<file path="src/sv/dafc_pkg.sv">
// ----------------------------------------------------------------------------
// dafc_pkg
// shared constants, state record, exponential tables and saturation helper
// ----------------------------------------------------------------------------
`default_nettype none

package dafc_pkg;

  localparam int CHANNELS   = 1024;
  localparam int CH_W       = $clog2(CHANNELS);
  localparam int EXP_CUTOFF = 12;
  localparam int DIV_W      = 42;   // |num| * 256 magnitude
  localparam int DEN_W      = 34;

  localparam logic signed [31:0] LOG_MIN = 32'sh8000_0000;

  typedef struct packed {
    logic signed [31:0] num;
    logic signed [31:0] den;
    logic signed [31:0] lsc;
  } dafc_state_t;

  localparam int STATE_W = $bits(dafc_state_t);

  // exp(-i), Q1.24
  function automatic logic [24:0] exp_int_q24(input logic [3:0] i);
    logic [24:0] r;
    case (i)
      4'd0:    r = 25'd16777216;
      4'd1:    r = 25'd6171993;
      4'd2:    r = 25'd2270549;
      4'd3:    r = 25'd835288;
      4'd4:    r = 25'd307285;
      4'd5:    r = 25'd113044;
      4'd6:    r = 25'd41587;
      4'd7:    r = 25'd15299;
      4'd8:    r = 25'd5628;
      4'd9:    r = 25'd2070;
      4'd10:   r = 25'd762;
      4'd11:   r = 25'd280;
      default: r = 25'd0;
    endcase
    return r;
  endfunction

  // exp(-2^-(j+1)), Q0.24
  function automatic logic [23:0] exp_frac_q24(input logic [3:0] j);
    logic [23:0] r;
    case (j)
      4'd0:    r = 24'd10175896;
      4'd1:    r = 24'd13066109;
      4'd2:    r = 24'd14805841;
      4'd3:    r = 24'd15760736;
      4'd4:    r = 24'd16261035;
      4'd5:    r = 24'd16517109;
      4'd6:    r = 24'd16646655;
      4'd7:    r = 24'd16711808;
      4'd8:    r = 24'd16744480;
      4'd9:    r = 24'd16760840;
      4'd10:   r = 24'd16769026;
      4'd11:   r = 24'd16773120;
      4'd12:   r = 24'd16775168;
      4'd13:   r = 24'd16776192;
      4'd14:   r = 24'd16776704;
      4'd15:   r = 24'd16776960;
      default: r = 24'd0;
    endcase
    return r;
  endfunction

  function automatic logic signed [31:0] sat32(input logic signed [33:0] x);
    logic signed [31:0] r;
    if (x > 34'sh0_7FFF_FFFF) r = 32'sh7FFF_FFFF;
    else if (x < -34'sh0_8000_0000) r = LOG_MIN;
    else r = x[31:0];
    return r;
  endfunction

endpackage

`default_nettype wire

</file>
<file path="src/sv/dafc_exp_unit.sv">
// ----------------------------------------------------------------------------
// dafc_exp_unit
// exp(-d) for d >= 0 in q19.16, result q1.16, one fraction bit per cycle
// ----------------------------------------------------------------------------
`default_nettype none

module dafc_exp_unit (
  input  wire logic        clk,
  input  wire logic        rst_n,
  input  wire logic        start,
  input  wire logic [34:0] arg,
  output logic             done,
  output logic [16:0]      result
);

  typedef enum logic {X_IDLE, X_RUN} xstate_t;

  localparam logic [34:0] CUT = 35'(dafc_pkg::EXP_CUTOFF) << 16;

  xstate_t     state_r;
  logic [3:0]  cnt_r;
  logic [24:0] acc_r;
  logic [15:0] frac_r;
  logic        done_r;
  logic [48:0] prod;
  logic [25:0] rnd;

  assign prod   = 49'(acc_r) * 49'(dafc_pkg::exp_frac_q24(cnt_r)) + 49'(1 << 23);
  assign rnd    = 26'(acc_r) + 26'd128;
  assign result = rnd[24:8];
  assign done   = done_r;

  always_ff @(posedge clk) begin
    if (!rst_n) begin
      state_r <= X_IDLE;
      done_r  <= 1'b0;
      cnt_r   <= '0;
    end else begin
      done_r <= 1'b0;
      case (state_r)
        X_IDLE: begin
          if (start) begin
            cnt_r   <= '0;
            state_r <= X_RUN;
            if (arg >= CUT) begin
              acc_r  <= '0;
              frac_r <= '0;
            end else begin
              acc_r  <= dafc_pkg::exp_int_q24(arg[19:16]);
              frac_r <= arg[15:0];
            end
          end
        end
        X_RUN: begin
          // msb of the fraction pairs with exp(-1/2)
          if (frac_r[4'd15 - cnt_r]) begin
            acc_r <= prod[48:24];
          end
          cnt_r <= cnt_r + 4'd1;
          if (cnt_r == 4'd15) begin
            state_r <= X_IDLE;
            done_r  <= 1'b1;
          end
        end
        default: state_r <= X_IDLE;
      endcase
    end
  end

endmodule

`default_nettype wire

</file>
<file path="config.mk">
export PLATFORM = sky130hd
export DESIGN_NAME = dafc_exp_unit
export DESIGN_NICKNAME = d
export VERILOG_FILES = /design/src/sv/dafc_pkg.sv /design/src/sv/dafc_exp_unit.sv
export SDC_FILE = /design/constraint.sdc
export NUM_CORES = 2
export LEC_CHECK = 0
export BUFFER_PORTS_ARGS = -buffer_cell sky130_fd_sc_hd__buf_2
export CORE_ASPECT_RATIO = 0.7
export CORE_MARGIN = 4
export CORE_UTILIZATION = 25
export CTS_BUF_LIST = sky130_fd_sc_hd__clkbuf_4
export CTS_CLUSTER_DIAMETER = 150
export DETAILED_ROUTE_END_ITERATION = 6
export SLEW_MARGIN = 25
export SYNTH_ARGS = -nofsm -noshare
export SYNTH_HDL_FRONTEND = slang
export SYNTH_SLANG_ARGS = --single-unit
</file>
<file path="constraint.sdc">
create_clock -name clk -period 7.55 [get_ports clk]
set_input_delay 1.51 -clock clk [delete_from_list [all_inputs] [get_ports clk]]
set_output_delay 1.51 -clock clk [all_outputs]
set_load 0.02 [all_outputs]
</file>
==> Word level (Yosys, flattened, before mapping) <==
Memory sizes are Yosys's and may differ from the RTL's. A register that Yosys moved wholly into a read port is not among the register bits.
Cells that the tools add are included.
{ "totals": {"register_bits": 47, "mem_bits_ro": 736, "input_bits": 38, "output_inout_bits": 18, "wordCells": 35, "n_memories": 2} }
{ "classes": {"addsub": 4, "multipliers": 1, "n_lt_le_gt_ge": 2, "eq_ne": 3, "n_mux": 14, "bitwise_logic": 1, "reduce_logical": 3} }
{ "mem_list": {"columns": ["memory", "depth", "word_bits", "read_ports", "rd_ports_with_merged_regs", "wr", "line", "rtl"], "rows": [
  ["(no name shown)", 16, 23, 1, 0, 0, "dafc_pkg.sv:28", "case (i)"],
  ["(no name shown)", 16, 23, 1, 1, 0, "dafc_pkg.sv:49", "case (j)"]
]} }
{ "ops": {"columns": ["operator", "count"], "rows": [
  ["$mux 25", 3],
  ["$pmux 25 s2", 1],
  ["$add 49x24->49 const B", 1],
  ["$mul 25x24->49", 1],
  ["$ge 35x20->1 const B", 1],
  ["$add 25x8->25 const B", 1],
  ["$mux 4", 3],
  ["$pmux 4 s2", 1],
  ["$reduce_and 3->1", 2],
  ["$lt 4x5->1 const B", 1],
  ["$add 4x1->4 const B", 1],
  ["$bmux 1 s4", 1],
  ["$eq 4x4->1 const B", 1],
  ["$mux 1", 4],
  ["$sub 4x4->4 const A", 1],
  ["$ne 2x1->1 const B", 1],
  ["$ne 2x2->1 const B", 1],
  ["$pmux 1 s2", 1],
  ["$reduce_and 2->1", 1],
  ["$not 1->1", 1]
]} }

==> Depth between registers and ports, before layout <==
{ "depth": {"ltp_word": 5, "mapped_depth": 26, "depth_no_buf": 24} }

==> Worst setup path before layout <==
Ideal clock, no wire load.
{ "synth_timing": {"path_kind": "register to register", "start": "register acc_r[17]", "end": "register acc_r[18] (data pin)", "setup_time_ps": 257, "t_arrival_ps": 6647, "required_ps": 7293, "slack_ps": 647, "path_stages_with_launch": 24, "path_buffers": 2, "period_less_slack_ps": 6903, "path_cell_list": "edfxtp_1 clkbuf_1 clkbuf_1 and2_1 fa_1 inv_1 fa_1 fa_1 fa_1 inv_1 fa_1 fa_1 inv_1 fa_1 inv_1 ha_1 nand2_1 or3_1 or3b_1 o22a_2 a211oi_2 o21ai_1 a21o_1 a32o_1"} }
{ "synth_between": {"elab_chain_cells": 4} }
{ "synth_rtl": {"columns": ["element", "line", "rtl"], "rows": [
  ["start: declaration", "dafc_exp_unit.sv:22", "logic [24:0] acc_r;"],
  ["start signal: assignment", "dafc_exp_unit.sv:49", "acc_r <= dafc_pkg::exp_int_q24(arg[19:16]);"],
  ["start signal: assignment", "dafc_exp_unit.sv:57", "acc_r <= prod[48:24];"],
  ["$mul 25x24->49", "dafc_exp_unit.sv:28", "assign prod = 49'(acc_r) * 49'(dafc_pkg::exp_frac_q24(cnt_r)) + 49'(1 << 23);"],
  ["$add 49x24->49", "dafc_exp_unit.sv:28", null],
  ["$mux 25", "dafc_exp_unit.sv:56", "if (frac_r[4'd15 - cnt_r]) begin"],
  ["$pmux 25 s2", "dafc_exp_unit.sv:40", "case (state_r)"]
]} }
No other way between the ends. The select of a mux whose other input is x is not followed.
A chain may end at the register's enable or synchronous reset.

==> Worst setup path after layout <==
{ "layout_timing": {"start": "register acc_r[15]", "end": "register acc_r[18] (data pin)"} }
Same word-level chain as after synthesis.

==> results.md <==
* Crit. End Element: flip-flop
* Min-Delay Path Class: reg2reg
* Max-Cap Viols at 0
* Synth-to-Final Area Change at 11.1%
* Die width at 371 um
* Top-count cell post-synth: inv_1
* Vias in the first global route at 17500
* Clock buffer depth at 2
* Cell taking the most area after synthesis: fa_1
* Worst-Margin Slew at 883 ps
* CTS Root Cell: clkbuf_4
* CTS Buf Count at 9
* TritonCTS clock tree: yes
* First-pass GRT wire length at 102000 um
* Core ar. at 0.0908 mm2
* CP dominant cell by count: fa_1
* Status: finished clean
* Cells after Synth at 2575
* Die area at 0.0973 mm2
* Top cells by count, synth: inv_1 (609), fa_1 (503), nand2_1 (342)
* Syn. warnings at 0
* Crit-path slowest cell: edfxtp_1
* Synthesized Nets at 3326
* Slew Limit Fails at 0
* Final period utilization at 0.970
* Register area share after synthesis at 0.0785
* CP Launch Type: flip-flop
* Initial DRT Pass Iterations at 5
* Clock transition at path regs at 140 ps
* Yosys top cell area share at 0.436
* Max incr delay on CP at 580 ps
* Port bufs at 55
* Rows at 92
* DP Wirelength at 53100 um
* Main area contributors after synthesis: fa_1 (44%), ha_1 (11%), inv_1 (9.9%)
* RD Place Congestion at 0.889
* Synthesized area at 0.0231 mm2
* DR vias at 17000
* Worst Path Buf+Inv at 5
* Total GRT Usage at 0.134
* FMAX at 137 MHz
* Die Y at 262 um
* CTS sink cnt at 70
* Hold Violations, Final at 0
* RSZ-0062 raised after global routing: no
* Layout net count at 3377
* Cell chain of the critical path: buf_4, and2_1, fa_1, fa_1, inv_1, fa_1, fa_1, inv_1, fa_1, fa_1, inv_1, fa_1, inv_1, ha_1, o211ai_1, o21bai_1, or3b_1, o22a_2, a211oi_2, o21ai_1, a21o_1, a32o_1
* Critical Path RT at 7790 ps
* Most used DFF post-synth: edfxtp_1
* WL per Instance at 16.4 um
* Pre-CTS WS at 191 ps
* CP Class: reg2reg
* Setup TNS at 0 ps
* Final setup viols at 0
* Routed Antenna Nets at 0
* Post-synth EDFFs at 41
* CTS HTree Levels at 3
* Avg Vias per Cell at 4.40
* Initial antenna violation count at 2
* Mean Syn Cell Area at 8.96 um2
* Crit path time final at 7330 ps
* Detailed Route WL at 63200 um
* #FFs+latches synth at 70
* Skew final at 22.8 ps
* Largest net degree at the start of global routing at 26
* Drt initial violations at 1231
* Gr ovfl total at 0
* Ys async rst share at 0
* Share of cells above drive strength 1 at 0.0806
* Distinct cells, synth at 63
* CP arrival at 7570 ps
* Initial Util at 0.254
* Final WS setup at 224 ps
* Clk Latency, worst-skew pair at 460 ps
* Hold_buf cts at 0
* Crit path max-delay family: adder cells
* Drt drc at 0
* Ports at 56
* Worst-path maximum fanout at 8
* Max-slew headroom at 0.405
[routing by layer]
layer | wire length (um) | global-route usage | vias to the layer above
met5 | 0 | 0 | -
met4 | 841 | 0.0193 | 0
met3 | 4880 | 0.0238 | 47
met2 | 24600 | 0.184 | 532
met1 | 32900 | 0.217 | 8631
li1 | - | - | 7760
[timing repair]
item                       CTS  global route
setup endpoints to repair    0            19
resized for setup            0             8
setup buffers                0            17
[path summary, 6_finish.rpt]
kind                  start        end  slack [ps]  cells past startpoint
setup / recovery  acc_r[15]  acc_r[18]         220                     22
hold / removal     cnt_r[3]       done         550                      2
setup reg to reg  acc_r[15]  acc_r[18]         220                     22
hold reg to reg    cnt_r[3]       done         550                      2
[layout by cell type (no fill, tap or decap), types with 4 or more instances in the layout]
cell	n
nand2b_1	12
ha_1	210
nand4_1	14
xor2_1	10
edfxtp_1	41
o21ai_0	41
buf_4	107
o21a_1	8
o22ai_1	6
o21bai_1	4
mux4_2	5
a21oi_1	49
nor2_1	53
buf_2	55
nand2_1	342
buf_12	13
dfxtp_2	5
xnor2_1	24
nand3_1	32
a211oi_1	12
nor3_1	12
a21o_1	29
mux2i_1	5
fa_1	503
and3_1	4
o211ai_1	9
nor2b_1	6
and2_1	308
dfxtp_1	24
a22oi_1	4
clkbuf_4	10
or3_1	4
inv_1	609
[cells by family after synthesis]
family          share of synthesized area
simple gates                        0.174
xor+xnor                           0.0129
compound gates                     0.0562
mux                               0.00705
flops                              0.0785
buf+inv                             0.121
fa+ha+maj                           0.550
[metrics by stage]
| step | area [um2] | util | cells | hold slack (ps) |
|---|---|---|---|---|
| 2_1_floorplan | 23100 | - | 2575 | 476 |
| 6_report | 25600 | 0.282 | 3854 | 549 |
| 3_3_place_gp | 25300 | 0.278 | 3820 | 531 |
| 5_1_grt | 25600 | 0.282 | 3854 | 609 |
| 3_5_place_dp | 25300 | 0.278 | 3820 | 530 |
| 4_1_cts | 25400 | 0.280 | 3836 | 548 |
[worst min-delay path: cells and delay by family, from the launching register on]
kind / cells / cell delay (ps)
simple gates: 2 / 150
flops: 1 / 380
[final cells by class]
| class | count | area [um2] |
|---|---|---|
| flip-flops and latches | 70 | 1820 |
| diodes | 1 | 2.50 |
| clock inverters | 6 | 86.3 |
| repair buffers | 176 | 1350 |
| clock buffers | 10 | 75.1 |
| fillers | 9617 | 65200 |
| well taps | 1222 | 1530 |
| inverters | 610 | 2290 |
| multi-input cells | 1759 | 18500 |
Power is not shown: default switching activity piles up to over one toggle a cycle in this logic, so the estimate is an artifact.
