--- config.mk ---
export PLATFORM = sky130hd
export DESIGN_NAME = dafc_div_unit
export DESIGN_NICKNAME = d
export VERILOG_FILES = /design/src/sv/dafc_pkg.sv /design/src/sv/dafc_div_unit.sv
export SDC_FILE = /design/constraint.sdc
export NUM_CORES = 1
export LEC_CHECK = 0
export BUFFER_PORTS_ARGS = -buffer_cell sky130_fd_sc_hd__buf_4
export CAP_MARGIN = 20
export CORE_MARGIN = 2
export CORE_UTILIZATION = 30
export CTS_CLUSTER_DIAMETER = 100
export DETAILED_ROUTE_END_ITERATION = 8
export HOLD_SLACK_MARGIN = 0.02
export SYNTH_ARGS = -nofsm -noshare
export SYNTH_HDL_FRONTEND = slang
export SYNTH_SLANG_ARGS = --single-unit
export TNS_END_PERCENT = 1
--- constraint.sdc ---
create_clock -name clk -period 2.65 [get_ports clk]
set_input_delay 0.1325 -clock clk [delete_from_list [all_inputs] [get_ports clk]]
set_output_delay 0.1325 -clock clk [all_outputs]
set_load 0.005 [all_outputs]
--- src/sv/dafc_pkg.sv ---
// ----------------------------------------------------------------------------
// dafc_pkg
// shared constants, state record, exponential tables and saturation helper
// ----------------------------------------------------------------------------
`default_nettype none

package dafc_pkg;

  localparam int CHANNELS   = 1024;
  localparam int CH_W       = $clog2(CHANNELS);
  localparam int EXP_CUTOFF = 12;
  localparam int DIV_W      = 42;   // |num| * 256 magnitude
  localparam int DEN_W      = 34;

  localparam logic signed [31:0] LOG_MIN = 32'sh8000_0000;

  typedef struct packed {
    logic signed [31:0] num;
    logic signed [31:0] den;
    logic signed [31:0] lsc;
  } dafc_state_t;

  localparam int STATE_W = $bits(dafc_state_t);

  // exp(-i), Q1.24
  function automatic logic [24:0] exp_int_q24(input logic [3:0] i);
    logic [24:0] r;
    case (i)
      4'd0:    r = 25'd16777216;
      4'd1:    r = 25'd6171993;
      4'd2:    r = 25'd2270549;
      4'd3:    r = 25'd835288;
      4'd4:    r = 25'd307285;
      4'd5:    r = 25'd113044;
      4'd6:    r = 25'd41587;
      4'd7:    r = 25'd15299;
      4'd8:    r = 25'd5628;
      4'd9:    r = 25'd2070;
      4'd10:   r = 25'd762;
      4'd11:   r = 25'd280;
      default: r = 25'd0;
    endcase
    return r;
  endfunction

  // exp(-2^-(j+1)), Q0.24
  function automatic logic [23:0] exp_frac_q24(input logic [3:0] j);
    logic [23:0] r;
    case (j)
      4'd0:    r = 24'd10175896;
      4'd1:    r = 24'd13066109;
      4'd2:    r = 24'd14805841;
      4'd3:    r = 24'd15760736;
      4'd4:    r = 24'd16261035;
      4'd5:    r = 24'd16517109;
      4'd6:    r = 24'd16646655;
      4'd7:    r = 24'd16711808;
      4'd8:    r = 24'd16744480;
      4'd9:    r = 24'd16760840;
      4'd10:   r = 24'd16769026;
      4'd11:   r = 24'd16773120;
      4'd12:   r = 24'd16775168;
      4'd13:   r = 24'd16776192;
      4'd14:   r = 24'd16776704;
      4'd15:   r = 24'd16776960;
      default: r = 24'd0;
    endcase
    return r;
  endfunction

  function automatic logic signed [31:0] sat32(input logic signed [33:0] x);
    logic signed [31:0] r;
    if (x > 34'sh0_7FFF_FFFF) r = 32'sh7FFF_FFFF;
    else if (x < -34'sh0_8000_0000) r = LOG_MIN;
    else r = x[31:0];
    return r;
  endfunction

endpackage

`default_nettype wire

--- src/sv/dafc_div_unit.sv ---
// ----------------------------------------------------------------------------
// dafc_div_unit
// restoring unsigned divider, one quotient bit per cycle
// ----------------------------------------------------------------------------
`default_nettype none

module dafc_div_unit (
  input  wire logic                          clk,
  input  wire logic                          rst_n,
  input  wire logic                          start,
  input  wire logic [dafc_pkg::DIV_W-1:0]    dividend,
  input  wire logic [dafc_pkg::DEN_W-1:0]    divisor,
  output logic                               done,
  output logic [dafc_pkg::DIV_W-1:0]         quotient
);

  localparam int QW = dafc_pkg::DIV_W;
  localparam int DW = dafc_pkg::DEN_W;
  localparam int CW = $clog2(QW);

  logic          busy_r;
  logic          done_r;
  logic [CW-1:0] cnt_r;
  logic [DW-1:0] rem_r;
  logic [QW-1:0] quo_r;
  logic [DW-1:0] dvs_r;
  logic [DW:0]   rs;
  logic          ge;

  assign rs       = {rem_r, quo_r[QW-1]};
  assign ge       = rs >= {1'b0, dvs_r};
  assign done     = done_r;
  assign quotient = quo_r;

  always_ff @(posedge clk) begin
    if (!rst_n) begin
      busy_r <= 1'b0;
      done_r <= 1'b0;
      cnt_r  <= '0;
    end else begin
      done_r <= 1'b0;
      if (start) begin
        busy_r <= 1'b1;
        cnt_r  <= '0;
        rem_r  <= '0;
        quo_r  <= dividend;
        dvs_r  <= divisor;
      end else if (busy_r) begin
        rem_r <= ge ? DW'(rs - {1'b0, dvs_r}) : rs[DW-1:0];
        quo_r <= {quo_r[QW-2:0], ge};
        cnt_r <= cnt_r + CW'(1);
        if (cnt_r == CW'(QW - 1)) begin
          busy_r <= 1'b0;
          done_r <= 1'b1;
        end
      end
    end
  end

endmodule

`default_nettype wire

# ---- Word level (Yosys, flattened, before mapping)
# Cells that the tools add are included.
dict set report totals {
  regBits 118
  inputBits 79
  out_inout_bits 43
  wordCells 25
}
dict set report op_classes {
  add_sub_neg 2
  n_lt_le_gt_ge 1
  n_eq_ne 1
  n_mux 8
  n_bitwise 2
  n_reduce_logical 5
}
# cell n
set op_table {}
lappend op_table {{$mux 42} 2}
lappend op_table {{$mux 34} 2}
lappend op_table {{$ge 35x34->1} 1}
lappend op_table {{$sub 34x34->34} 1}
lappend op_table {{$add 6x1->6 const B} 1}
lappend op_table {{$eq 6x6->1 const B} 1}
lappend op_table {{$mux 1} 4}
lappend op_table {{$reduce_and 2->1} 2}
lappend op_table {{$reduce_or 3->1} 1}
lappend op_table {{$not 1->1} 2}
lappend op_table {{$reduce_bool 2->1} 1}
lappend op_table {{$reduce_or 2->1} 1}

# ---- Logic depth before layout (Yosys ltp)
# Gate-level depths: netlist (run 1).
dict set report logic_depth {
  word_depth 4
  depth_mapped 13
  ltp_nobuf 12
}

# ---- Worst setup path before layout (run 1)
# Ideal clock, no wire load.
dict set report synth_path {
  path_type {reg-to-reg}
  startpoint {reg quo_r[41] (netlist: quotient[41])}
  endpoint {reg rem_r[32] (data pin)}
  setup_ps 256
  t_arrival_ps 2718
  t_required_ps 2394
  slack_ps -325
  stages_incl_launch_ff 13
  path_buffers 0
  synth_period_minus_slack_ps 2975
  cell_sequence {edfxtp_1 -> inv_1 -> ha_1 -> inv_1 -> fa_1 -> a21o_1 -> a221o_1 -> a221oi_2 -> o2111ai_1 -> a311oi_1 -> o21bai_1 -> xor2_1 -> a22o_1}
}
dict set report synth_via {
  elab_chain_len 3
  word_cells_on_any_way 4
  cone_classes {add/sub: 1; order compare: 1; mux: 2}
}
# element line_no
set synth_lines {}
lappend synth_lines {{start, declared} dafc_div_unit.sv:25} ;# logic [QW-1:0] quo_r;
lappend synth_lines {{start signal, assigned} dafc_div_unit.sv:46} ;# quo_r <= dividend;
lappend synth_lines {{start signal, assigned} dafc_div_unit.sv:50} ;# quo_r <= {quo_r[QW-2:0], ge};
lappend synth_lines {{$sub 34x34->34 / $ge 35x34->1 (equally long branches)} {dafc_div_unit.sv:49, dafc_div_unit.sv:31}}
lappend synth_lines {{$mux 34 (*)} dafc_div_unit.sv:49} ;# rem_r <= ge ? DW'(rs - {1'b0, dvs_r}) : rs[DW-1:0];
lappend synth_lines {{$mux 34 (*)} dafc_div_unit.sv:48} ;# end else if (busy_r) begin
lappend synth_lines {{end signal, assigned} dafc_div_unit.sv:49}
lappend synth_lines {{end, declared} dafc_div_unit.sv:24} ;# logic [DW-1:0] rem_r;
# Every way passes the cells marked *; elsewhere a longest branch is shown, timed or not. The select of a mux whose other input is x is not followed.
# A chain may end at the register's enable or synchronous reset.

# ---- Final worst setup path (run 1)
# Ends and elaborated chain as after synthesis.

==> run summary, run 1 <==
The core outline area is 21800 um^2. Startpoint-to-endpoint class of the critical path: reg -> reg. In this run, the number of DRC markers left after iteration 0 of detailed routing was 239.

The synthesized area divided by synthesized cell count came out at 11.3 um^2. 122 I/O pins were placed. The async set or reset register ratio after synthesis was 0%; the headroom to the max-slew limit was 62.9%. The peak per-stage delay on the critical path works out to 0.38 ns. Post-CTS timing repair inserted 0 buffers for setup. Together, buffers and inverters on the worst path number 2. Termination of the worst setup path: rem_r[32]$_SDFFCE_PP0P_. In this run, CTS created clock tree buffers numbering 17. Detailed placement ended at an HPWL of 13.1 mm.

Buffers placed on the I/O ports in this run total 121. For the number of standard cells in the layout, taps in and fillers out, the log shows 1173. The cell count after placement was 1069; the count of nets left with antenna violations after detail routing was 0. The top flip-flop cell by instance count after synthesis is sky130_fd_sc_hd__edfxtp_1. STA classifies the critical path endpoint as a flip-flop. Wires add up to 18.6 mm. The max-slew violation total from the final report came out at 0. The worst-case IR drop observed on VDD is 0.338 mV.

For the worst setup path, the data required time is 2.82 ns. Final net count: 996. The logs give 0.862 for the final weighted congestion of routability-driven global placement and -4.45 ns for the summed negative setup slack over all endpoints. The first global-routing pass estimated 30.4 mm of wire. Counting buffers and inverters, the worst setup path is 12 cells deep. Counting every instance in the synthesized netlist gives 592.

Signal arrival time at the worst endpoint: 3.14 ns. The logs give 0 for the overall overflow remaining after global route and 6198 for the via count of the first global-routing pass. The H-tree was split into 4 levels. In the post-synthesis netlist, the biggest area contributors are sky130_fd_sc_hd__edfxtp_1 50%, sky130_fd_sc_hd__mux2_2 6.9%, sky130_fd_sc_hd__ha_1 6.8%.

The flow ran to the end, but the final reports show violations. For this run, the top clock speed supported by timing is 337 MHz. Clock tree synthesis selected as its root buffer the cell sky130_fd_sc_hd__clkbuf_16. The transition time at the pin with the least slew margin came out at 0.551 ns.

Leaving out fill and tap cells, the most frequent cell in the layout is sky130_fd_sc_hd__buf_4. The clock passes through at most 2 buffers. The most critical setup path has its startpoint at quotient[41]$_DFFE_PP_. The leakage dissipation is 4.17 nW, and the number of warning messages in the yosys log is 0.

STA classifies the critical path startpoint as a flip-flop. Setup repair after global routing could not meet its margin everywhere. The cell family contributing the most delay on the critical path is compound AO/OA/AOI/OAI gates. In this run the critical register-to-register path is captured at rem_r[32]$_SDFFCE_PP0P_.

The repair_antennas step left the layout with diodes totalling 0. Cells with a size suffix above 1 make up 36.2% of the layout. The tools report the beginning of the worst register-to-register path as quotient[41]$_DFFE_PP_. The floorplan has 54 rows.

The clock period minus worst slack works out to 2.97 ns. The area added between synthesis and finish is 50.6%. The synthesized netlist occupies a cell area of 6670 um^2. Between clock sinks in the finished design, the worst skew comes to 0.0115 ns. Across the run, the number of max-cap violations was 0.

The post-synthesis sequential area ratio is 52.0%, and the floorplan die height is 153 um. The critical path goes through inv_1 -> ha_2 -> inv_2 -> fa_2 -> a21o_1 -> a221o_1 -> a221oi_4 -> o2111ai_2 -> a311oi_2 -> o21bai_1 -> xor2_1 -> a22o_1. The horizontal die dimension was 153 um; the global-route usage over all layers was 16.1%. In the routed layout, each cell is associated on average with a via count of 4.86. The portion of the clock cycle consumed by the worst path in the final layout was 112%; the number of distinct library cell variants in the gate-level netlist after synthesis was 61.

The placed instances occupy a cell area of 8630 um^2. Final hold analysis gives a worst-case slack of 0.0373 ns. The initial antenna violation count is 0.

The worst setup margin is -0.321 ns. The worst-path maximum fanout was 3. TritonCTS built the clock tree.

The logs give 37 for the pin count of the biggest net entering global routing and 0 for the post-route DRC violation count. For the hold violation total from the final report, the log shows 0. Summing over every cut layer, the via total after detailed routing is 5700. The worst hold path belongs to the class in -> reg. The tree built by TritonCTS fans out to 118 sinks. After detailed routing, the average wire length per cell comes to 15.9 um. The fraction of synthesized cell area taken by the top area cell type is 49.6%. The worst reg2reg path depth was 12; the post-route standard cell area excluding fillers was 10000 um^2. The cell type contributing the most total cell area after synthesis is sky130_fd_sc_hd__edfxtp_1. The logs give 708 for the post-synth net total and -0.32 ns for the register-to-register setup slack. The final reports fail on setup timing. Clock-pin slew was measured on the worst setup and hold paths at 0.06 ns. The library cells used most frequently in the layout, excluding fill and tap cells, are 217 x sky130_fd_sc_hd__buf_4, 110 x sky130_fd_sc_hd__edfxtp_1, 72 x sky130_fd_sc_hd__dlygate4sd3_1.

The total die area was 23400 um^2; the number of enable flip-flop cells after synthesis was 110. Dividing total power by cell area gives a power density of 624 nW/um^2. The slowest stage of the critical path is the sky130_fd_sc_hd__edfxtp_1 cell.

Setup violations remaining at the end of the flow were counted as 35. The synthesized design contains 118 register bits. The initial utilization of the core area, before any placement, comes to 30.5%.

The logs give 5 for the total iterations of the first detailed-routing run and 0.41 ns for the clock latency reported for the late side of the worst-skew pair.
layout make-up:
cell class	instances	area (um^2)
inverter	46	173
tap	280	350
clock inverter	12	121
fill	2021	11800
multi-input combinational	403	3050
sequential	118	3460
clock buffer	20	447
timing repair buffer	294	2430
per-stage QoR:
| step | worst slack [ns] | utilization [%] | power, W |
|---|---|---|---|
| final | -0.321 | 46.0 | 0.00627 |
| after global routing | -0.457 | 46.0 | 0.00660 |
| after CTS | -0.330 | 45.5 | 0.00628 |
| after detailed placement | -0.365 | 39.5 | 0.00392 |
| after global placement | -0.274 | 39.5 | 0.00391 |
| after floorplan | -0.245 | - | 0.00324 |
registers in the layout, indices dropped and copies added (netlist names):
register  count
busy_r        1
cnt_r         6
done          1
dvs_r        34
quotient     42
rem_r        34
per-layer routing:
layer | vias up | global-route usage, % | wire, um
met5 | - | 0 | 0
met4 | 0 | 4.37 | 259
met3 | 23 | 5.56 | 1100
met2 | 155 | 26.6 | 8800
met1 | 2719 | 20.0 | 8470
li1 | 2803 | - | -
worst min-delay path by stage:
| stage | start | slack (ns) | cells past startpoint | end |
|---|---|---|---|---|
| CTS | dividend[32] | 0.02 | 2 | quotient[32]$_DFFE_PP_ |
| global placement | divisor[24] | 0.31 | 1 | dvs_r[24]$_DFFE_PP_ |
| detailed placement | divisor[31] | 0.31 | 1 | dvs_r[31]$_DFFE_PP_ |
| global route | dividend[14] | 0.02 | 2 | quotient[14]$_DFFE_PP_ |
| floorplan | divisor[0] | 0.23 | 0 | dvs_r[0]$_DFFE_PP_ |
| finish | dividend[19] | 0.04 | 2 | quotient[19]$_DFFE_PP_ |
worst register-to-register path, delay by kind of cell (launching register included):
kind	cells	cell delay, ns
AOI/OAI and AO/OA	7	1.57
xor gates and xnor gates	1	0.14
adders and majority gates	2	0.51
buffers and inverters	2	0.11
DFF	1	0.38
synth_stat cells, drive strengths merged (8+ instances only):
library cell / number
nand2: 32
nand3: 30
o21ai: 41
nor2: 20
nand4: 8
xor2: 11
dfxtp: 8
buf: 10
edfxtp: 110
mux2: 41
clkbuf: 15
a211oi: 9
ha: 36
inv: 46
nor3: 12
a21o: 13
xnor2: 21
a21oi: 59
logic make-up after synthesis:
logic type / count (synthesis) / share of synthesized area, %
DFF: 118 / 52.0
muxes: 41 / 6.93
AOI/OAI and AO/OA: 166 / 15.7
xor gates and xnor gates: 32 / 4.21
buffers and inverters: 71 / 4.28
adders and majority gates: 37 / 7.06
and+or+nand+nor: 127 / 9.84
where the power goes:
part           switching (W)  internal, W
Combinational       0.000835     0.000898
Clock               0.000900      0.00133
Sequential         0.0000740      0.00223
timing repair:
action | CTS | global route
resized for setup | 7 | 17
pin swaps | 2 | 5
endpoints found under the setup margin | 35 | 35
hold endpoints to repair | 70 | 2
hold buffers | 70 | 2
(Power assumes the default switching activity.)
==> run 2, diff against run 1 <==
SKIP_LAST_GASP = 1   (was not set)
==> run 2 against run 1 <==
Net effect: hold slack lost 0.0055 ns; clock power is essentially flat; the flow still finishes with violations (setup timing); critical endpoint unchanged; core utilization shrank 0.40 points; largest power group unchanged; routed wire length shrank 0.57%; final cell count is the same.
==> run summary, run 2 (synthesis gave the netlist of run 1 again) <==
The total iterations of the first detailed-routing run is 4 (-1). The initial standard-cell utilization of the core is 30.5% (unchanged). In the layout the commonest cells are 219 x sky130_fd_sc_hd__buf_4, 110 x sky130_fd_sc_hd__edfxtp_1, 72 x sky130_fd_sc_hd__dlygate4sd3_1.

The overall routed net length was 18.5 mm (-0.57%). The floorplan die height was 153 um (unchanged). The logs give 0 (unchanged) for the hold violation total from the final report and 122 (unchanged) for the I/O pin count. The total power density per cell area is 626 nW/um^2 (+0.22%), and the clock sink total is 118 (unchanged). The leakage dissipation was 4.16 nW (-0.32%). The clock network power share is 35.7% (about the same). In this run the worst setup path terminates at rem_r[32]$_SDFFCE_PP0P_. The checks that failed: setup timing. The capturing point of the worst reg2reg path is rem_r[32]$_SDFFCE_PP0P_. The worst-path maximum fanout is 3 (unchanged). The core outline area was 21800 um^2 (unchanged); the clock period minus worst slack was 2.99 ns (+0.0141 ns). The flip-flop count of the largest register, all copies and words added was 42 (unchanged). The run gives 0 (unchanged) as the initial antenna violation count. TritonCTS built the clock tree. The nature of the critical path startpoint was a flip-flop. The number of buffers inserted to repair setup after CTS came out at 0 (unchanged). Root buffer cell: sky130_fd_sc_hd__clkbuf_16. Cell count after placement: 1069 (unchanged). Total design power: 0.00622 W (-0.65%). Worst setup margin: -0.336 ns (-0.0141 ns). The headroom to the max-slew limit is 63.9% (+0.98 points). Detailed-placement wirelength estimate: 13.1 mm (unchanged). The tools report the beginning of the worst register-to-register path as quotient[41]$_DFFE_PP_.

Net switching fraction of the power: 28.7% (-0.19 points). The portion of the clock cycle consumed by the worst path in the final layout works out to 113% (+0.53 points). First-pass GRT wire length: 30.5 mm (+0.13%). The logs give 0.337 mV (-0.26%) for the maximum vdd ir drop and 23400 um^2 (unchanged) for the total die area. The number of input and output port buffers inserted is 121 (unchanged), and the global-route usage over all layers is 16.1% (about the same).

The number of maximum-capacitance violations is 0 (unchanged). The flow ran to the end, but the final reports show violations. The register cell area after layout is 3460 um^2 (unchanged), and the maximum achievable frequency is 335 MHz (-0.47%). The worst reg2reg path depth is 12 (unchanged). The library cell used most frequently in the layout, excluding fill and tap cells, is sky130_fd_sc_hd__buf_4. The endpoint required time on the critical path was 2.82 ns (about the same). The number of fill cells was 2037 (+0.79%); the horizontal die dimension was 153 um (unchanged).

The logs give 0 (unchanged) for the max-slew violation total from the final report and 5675 (-0.44%) for the routed via count. The number of H-tree levels is 4 (unchanged), and the transition time at the pin with the least slew margin is 0.539 ns (-0.0118 ns). Setup repair after global routing could not meet its margin everywhere. The pin count of the biggest net entering global routing was 37 (unchanged). The number of standard cells in the layout, taps in and fillers out was 1173 (unchanged). The via count of the first global-routing pass is 6202 (+0.065%), and the area added between synthesis and finish is 49.3%. The run gives 0 (unchanged) as the count of nets left with antenna violations after detail routing. For the DRC marker count from the first detailed-route iteration, the log shows 251 (+5.0%). The clock latency reported for the late side of the worst-skew pair is 0.42 ns (about the same). Final number of setup-violating endpoints: 35 (unchanged). The worst setup path is captured at a flip-flop. For the clock skew, the log shows 0.0189 ns (+0.00740 ns). The area used by multi-input combinational logic was 2970 um^2 (-2.6%). The tools report the number of antenna diodes as 0 (unchanged). The register-to-register setup slack was -0.34 ns (about the same); the post-route DRC violation count was 0 (unchanged).

The share of layout cells above drive strength 1 is 34.8% (-1.3 points). The run gives 0.00179 W (-1.3%) as the net load switching power. The average wire per cell in the routed design was 15.8 um (-0.57%); the total clock buffers created by CTS was 17 (unchanged). The tightest min-delay check is of the in -> reg type. The run gives 27.3% (-0.4 points) as the combinational fraction of design power. The logs give 37.0% (+0.2 points) for the relative contribution of sequential cells to total power and 0.862 (unchanged) for the final weighted congestion of routability-driven global placement.

The startpoint of the most critical setup path was quotient[41]$_DFFE_PP_. The logs give 2 (unchanged) for the maximum buffer depth of the clock tree and 0 (unchanged) for the overall overflow remaining after global route. The tools report the design internal power as 0.00444 W (-0.38%).

The logs give 3.16 ns (+0.02 ns) for the signal arrival time at the worst endpoint and 54 (unchanged) for the floorplan row count. Clock edge transition at the registers on the reported setup and hold paths: 0.06 ns (about the same). For the final net count, the log shows 996 (unchanged). Ratio of routed vias to standard cells: 4.84 (-0.44%). Startpoint-to-endpoint class of the critical path: reg -> reg.
==> run 2: cell types whose count changed in the layout (fill, tap and decap cells not counted), moves of 2 or more <==
cell	previous run	this run
sky130_fd_sc_hd__o21ai_0	21	23
sky130_fd_sc_hd__buf_4	217	219
sky130_fd_sc_hd__a21oi_2	6	3
sky130_fd_sc_hd__a21oi_1	53	56
sky130_fd_sc_hd__o21ai_1	17	15
sky130_fd_sc_hd__buf_6	2	0
sky130_fd_sc_hd__ha_1	34	36
==> run 2: stage by stage <==
stage / setup WS, ns / instance area (um^2) / setup TNS [ns] / util (%) / hold slack [ns]
final: -0.336 / 9950 / -6.53 / 45.6 / 0.0317
after global placement: -0.274 / 8630 / -3.95 / 39.5 / 0.312
after detailed placement: -0.365 / 8630 / -5.84 / 39.5 / 0.312
after CTS: -0.330 / 9910 / -6.50 / 45.4 / 0.0204
after floorplan: -0.245 / 6670 / -9.30 / - / 0.231
after global routing: -0.475 / 9950 / -13.33 / 45.6 / 0.0208
==> run 2: per-layer routing <==
layer / share of wire [%] / vias up / track usage (%) / wire length, um
li1: - / 2802 / - / -
met1: 46 / 2698 / 20.0 / 8430
met3: 6.0 / 16 / 5.56 / 1100
met2: 47 / 159 / 26.6 / 8770
met4: 1.1 / 0 / 4.37 / 207
met5: 0 / - / 0 / 0
==> run 2: layout make-up <==
cell class              instances  share of cell area (%)
clock buffers                  20                    4.49
clock inverters                12                    1.22
inverters                      46                    1.74
multi-input cells             403                    29.8
flip-flops and latches        118                    34.8
well taps                     280                    3.52
repair buffers                294                    24.4
==> run 2: critical path, cell delays in order (launching register included) <==
cell and delay [ns]:
sky130_fd_sc_hd__edfxtp_1 0.39, sky130_fd_sc_hd__inv_1 0.07, sky130_fd_sc_hd__ha_1 0.16, sky130_fd_sc_hd__inv_1 0.06, sky130_fd_sc_hd__fa_2 0.33, sky130_fd_sc_hd__a21o_1 0.18
sky130_fd_sc_hd__a221o_1 0.35, sky130_fd_sc_hd__a221oi_4 0.35, sky130_fd_sc_hd__o2111ai_2 0.17, sky130_fd_sc_hd__a311oi_2 0.22, sky130_fd_sc_hd__o21bai_1 0.11, sky130_fd_sc_hd__xor2_1 0.14
sky130_fd_sc_hd__a22o_1 0.19
==> run 2: worst min path at each step <==
stage	start	end	slack (ns)	depth (start not counted)
6_report	dividend[19]	quotient[19]$_DFFE_PP_	0.03	2
5_1_grt	dividend[14]	quotient[14]$_DFFE_PP_	0.02	2
4_1_cts	dividend[32]	quotient[32]$_DFFE_PP_	0.02	2
3_5_place_dp	divisor[31]	dvs_r[31]$_DFFE_PP_	0.31	1
3_3_place_gp	divisor[24]	dvs_r[24]$_DFFE_PP_	0.31	1
2_1_floorplan	divisor[0]	dvs_r[0]$_DFFE_PP_	0.23	0
==> run 2: power by group through the flow <==
stage / Sequential, W / Clock (W) / Combinational [W]
floorplan: 0.00232 / 0 / 0.000911
global placement: 0.00234 / 0 / 0.00158
detailed placement: 0.00234 / 0 / 0.00158
CTS: 0.00230 / 0.00229 / 0.00168
global route: 0.00232 / 0.00236 / 0.00188
finish: 0.00230 / 0.00222 / 0.00170
==> run 2: repair_timing <==
action,in CTS,in global routing
hold buffers,70,2
endpoints found under the hold margin,70,2
setup endpoints to repair,35,35
pin swaps,1,2
resized for setup,2,3
==> run 3, diff against run 2 <==
TNS_END_PERCENT = not set   (was 1)
==> run 3 against run 2 <==
Net effect: hold slack improved by 0.011 ns; core utilization is 5.8 points higher; sequential power about the same; global-route usage is 1.2 points higher; critical path type unchanged; clock-buffer cell count is 1 lower; clock power rose by 15%; the run still ends with setup timing left; largest power group is now the clock network.
==> run summary, run 3 (synthesis gave the netlist of run 1 again) <==
The logs give 42 (+14%) for the pin count of the biggest net entering global routing and 0 (unchanged) for the count of nets left with antenna violations after detail routing. Broken down by cell family, the worst path's largest delay share belongs to compound AO/OA/AOI/OAI gates. The final reports fail on setup timing. Setup repair after global routing could not meet its margin everywhere. The floorplan die height is 153 um (unchanged). The tools report the post-route DRC violation count as 0 (unchanged). For the maximum buffer depth of the clock tree, the log shows 2 (unchanged). The worst setup path is of the reg -> reg kind. The overall overflow remaining after global route came out at 0 (unchanged). The combinational fraction of design power was 30.8% (+3.5 points); the worst-path maximum fanout was 3 (unchanged). The transition time at the pin with the least slew margin works out to 0.645 ns (+0.106 ns).

The total power density per cell area came out at 628 nW/um^2 (+0.45%). The run gives 406 (+62%) as the DRC marker count from the first detailed-route iteration. Among all stages on the critical path, the largest delay is contributed by sky130_fd_sc_hd__edfxtp_1. The tools report the floorplan row count as 54 (unchanged).

In this run the worst hold path is classified as in -> reg. The maximum vdd ir drop is 0.475 mV (+41%). The initial antenna violation count is 0 (unchanged). The commonest non-fill, non-tap cell in the layout was sky130_fd_sc_hd__buf_4.

The worst setup margin was -0.408 ns (-0.0721 ns); the clock period minus worst slack was 3.06 ns (+0.0721 ns). The endpoint required time on the critical path is 2.83 ns (about the same). The tools report the clock skew as 0.0101 ns (-0.00881 ns). The net load switching power is 0.00202 W (+13%), and the signal arrival time at the worst endpoint is 3.24 ns (+0.08 ns). The area added between synthesis and finish came out at 68.4%.

The capturing element type of the critical path was a flip-flop. The logs give 6107 (+7.6%) for the routed via count and 0 (unchanged) for the number of antenna diodes. The buffer and inverter count on the worst path is 2 (unchanged), and the number of fill cells is 1895 (-7.0%). The post-layout utilization of the core was 51.4% (+5.8 points); the first-pass GRT wire length was 32.3 mm (+5.9%). The average wire per cell in the routed design was 17.6 um (+12%); the number of maximum-capacitance violations was 0 (unchanged).

For the max-slew violation total from the final report, the log shows 0 (unchanged). The net switching fraction of the power is 28.6% (-0.088 points). The cell area after placement was 8740 um^2 (+1.3%); the overall routed net length was 21.5 mm (+16%). The logs give 0.00705 W (+13%) for the total design power and 33.0% (-4.0 points) for the relative contribution of sequential cells to total power. The number of H-tree levels was 4 (unchanged). Walking the worst path, the cells encountered are inv_1 -> ha_2 -> inv_2 -> fa_2 -> a21o_1 -> a221o_1 -> a221oi_4 -> o2111ai_2 -> a311oi_2 -> o21bai_1 -> xor2_1 -> a22o_1. The logs give 0.0424 ns (+0.0107 ns) for the worst hold margin and 327 MHz (-2.4%) for the maximum achievable frequency. The total clock buffers created by CTS is 17 (unchanged).

The run gives 118 (unchanged) as the clock sink total. For the clock latency reported for the late side of the worst-skew pair, the log shows 0.42 ns (about the same). The number of input and output port buffers inserted works out to 121 (unchanged).

Leaving out fill and tap cells, the most frequent cells in the layout are 240 x sky130_fd_sc_hd__buf_4, 110 x sky130_fd_sc_hd__edfxtp_1, 74 x sky130_fd_sc_hd__dlygate4sd3_1. For the core outline area, the log shows 21800 um^2 (unchanged). The post-route standard cell area excluding fillers is 11200 um^2 (+13%), and the portion of the clock cycle consumed by the worst path in the final layout is 115% (+2.7 points). The total iterations of the first detailed-routing run is 5 (+1), and the I/O pin count is 122 (unchanged). The logs give 0.00504 W (+13%) for the design internal power and 1042 (+4.6%) for the final net count. TritonCTS built the clock tree.

The via count of the first global-routing pass was 6323 (+2.0%); the area used by multi-input combinational logic was 3670 um^2 (+24%). The share of layout cells above drive strength 1 works out to 47.1% (+12 points). The nature of the critical path startpoint is a flip-flop. Global-route usage over all layers: 17.3% (+1.2 points). Peak per-stage delay on the critical path: 0.38 ns (about the same).

The final number of setup-violating endpoints is 32 (-8.6%), and the total die area is 23400 um^2 (unchanged). The clock network power share was 36.2% (+0.5 points); the initial standard-cell utilization of the core was 30.5% (unchanged). The flip-flop count of the largest register, all copies and words added is 42 (unchanged). The run finished, with violations left. Root buffer cell: sky130_fd_sc_hd__clkbuf_16. The hold violation total from the final report came out at 0 (unchanged). The ratio of routed vias to standard cells is 5.01 (+3.6%). The run gives 4.59 nW (+10%) as the leakage dissipation. The final weighted congestion of routability-driven global placement was 0.848 (-1.7%); the horizontal die dimension was 153 um (unchanged). For the headroom to the max-slew limit, the log shows 56.7% (-7.1 points). The detailed-placement wirelength estimate is 13.5 mm (+2.5%), and the clock edge transition at the registers on the reported setup and hold paths is 0.06 ns (about the same). The tools report the register cell area after layout as 3460 um^2 (unchanged).
[run 3: cell types whose count changed in the layout (fill, tap and decap cells not counted), sizes merged]
cell / delta
buf: +42
bufinv: +4
inv: -3
clkinv: +2
clkinvlp: -2
dlygate4sd3: +2
nand2: +1
[run 3: routing by layer]
layer | global-route usage (%) | share of wire (%)
met5 | 0 | 0
met4 | 5.91 | 2.1
met3 | 4.73 | 6.3
met2 | 29.7 | 50
met1 | 20.8 | 42
[run 3: worst reg2reg max path, stage by stage, from the launching register on]
cell,delay [ns]
sky130_fd_sc_hd__edfxtp_1,0.38
sky130_fd_sc_hd__inv_1,0.07
sky130_fd_sc_hd__ha_2,0.17
sky130_fd_sc_hd__inv_2,0.04
sky130_fd_sc_hd__fa_2,0.34
sky130_fd_sc_hd__a21o_1,0.20
sky130_fd_sc_hd__a221o_1,0.38
sky130_fd_sc_hd__a221oi_4,0.35
sky130_fd_sc_hd__o2111ai_2,0.19
sky130_fd_sc_hd__a311oi_2,0.24
sky130_fd_sc_hd__o21bai_1,0.13
sky130_fd_sc_hd__xor2_1,0.15
sky130_fd_sc_hd__a22o_1,0.19
[run 3: final timing paths]
kind	from	end	slack (ns)	cells after the start
worst min-delay path	rst_n	busy_r$_SDFF_PN0_	0.04	3
worst min register to register	cnt_r[5]$_SDFFE_PP0P_	cnt_r[5]$_SDFFE_PP0P_	0.50	2
worst max register to register	quotient[41]$_DFFE_PP_	rem_r[32]$_SDFFCE_PP0P_	-0.41	12
worst max-delay path	quotient[41]$_DFFE_PP_	rem_r[32]$_SDFFCE_PP0P_	-0.41	12
[run 3: power by group through the flow]
stage	clock, W	sequential (W)	combinational (W)
6_report	0.00255	0.00233	0.00217
5_1_grt	0.00268	0.00234	0.00234
4_1_cts	0.00261	0.00231	0.00182
3_5_place_dp	0	0.00234	0.00161
3_3_place_gp	0	0.00234	0.00160
2_1_floorplan	0	0.00232	0.000911
[run 3: layout make-up]
cell class | instances | area share [%]
inverter | 46 | 1.54
sequential | 118 | 30.9
clock inverter | 13 | 1.83
multi-input combinational | 404 | 32.7
clock buffer | 19 | 3.86
timing repair buffer | 339 | 26.1
tap | 280 | 3.12
[run 3: metrics by stage]
stage                     std cells  TNS [ns]  worst slack (ns)
after detailed placement       1082     -6.51            -0.382
after global placement         1082     -6.08            -0.304
after CTS                      1199     -4.40            -0.351
final                          1219     -4.20            -0.408
after floorplan                 592    -0.532            -0.245
after global routing           1219     -7.44            -0.499
[run 3: what timing repair did]
item	4_1_cts	5_1_grt
resized for setup	50	110
gates cloned	4	2
pin swaps	23	66
endpoints found under the setup margin	35	35
hold buffers	74	0
hold endpoints to repair	74	0
buffers inserted	8	24
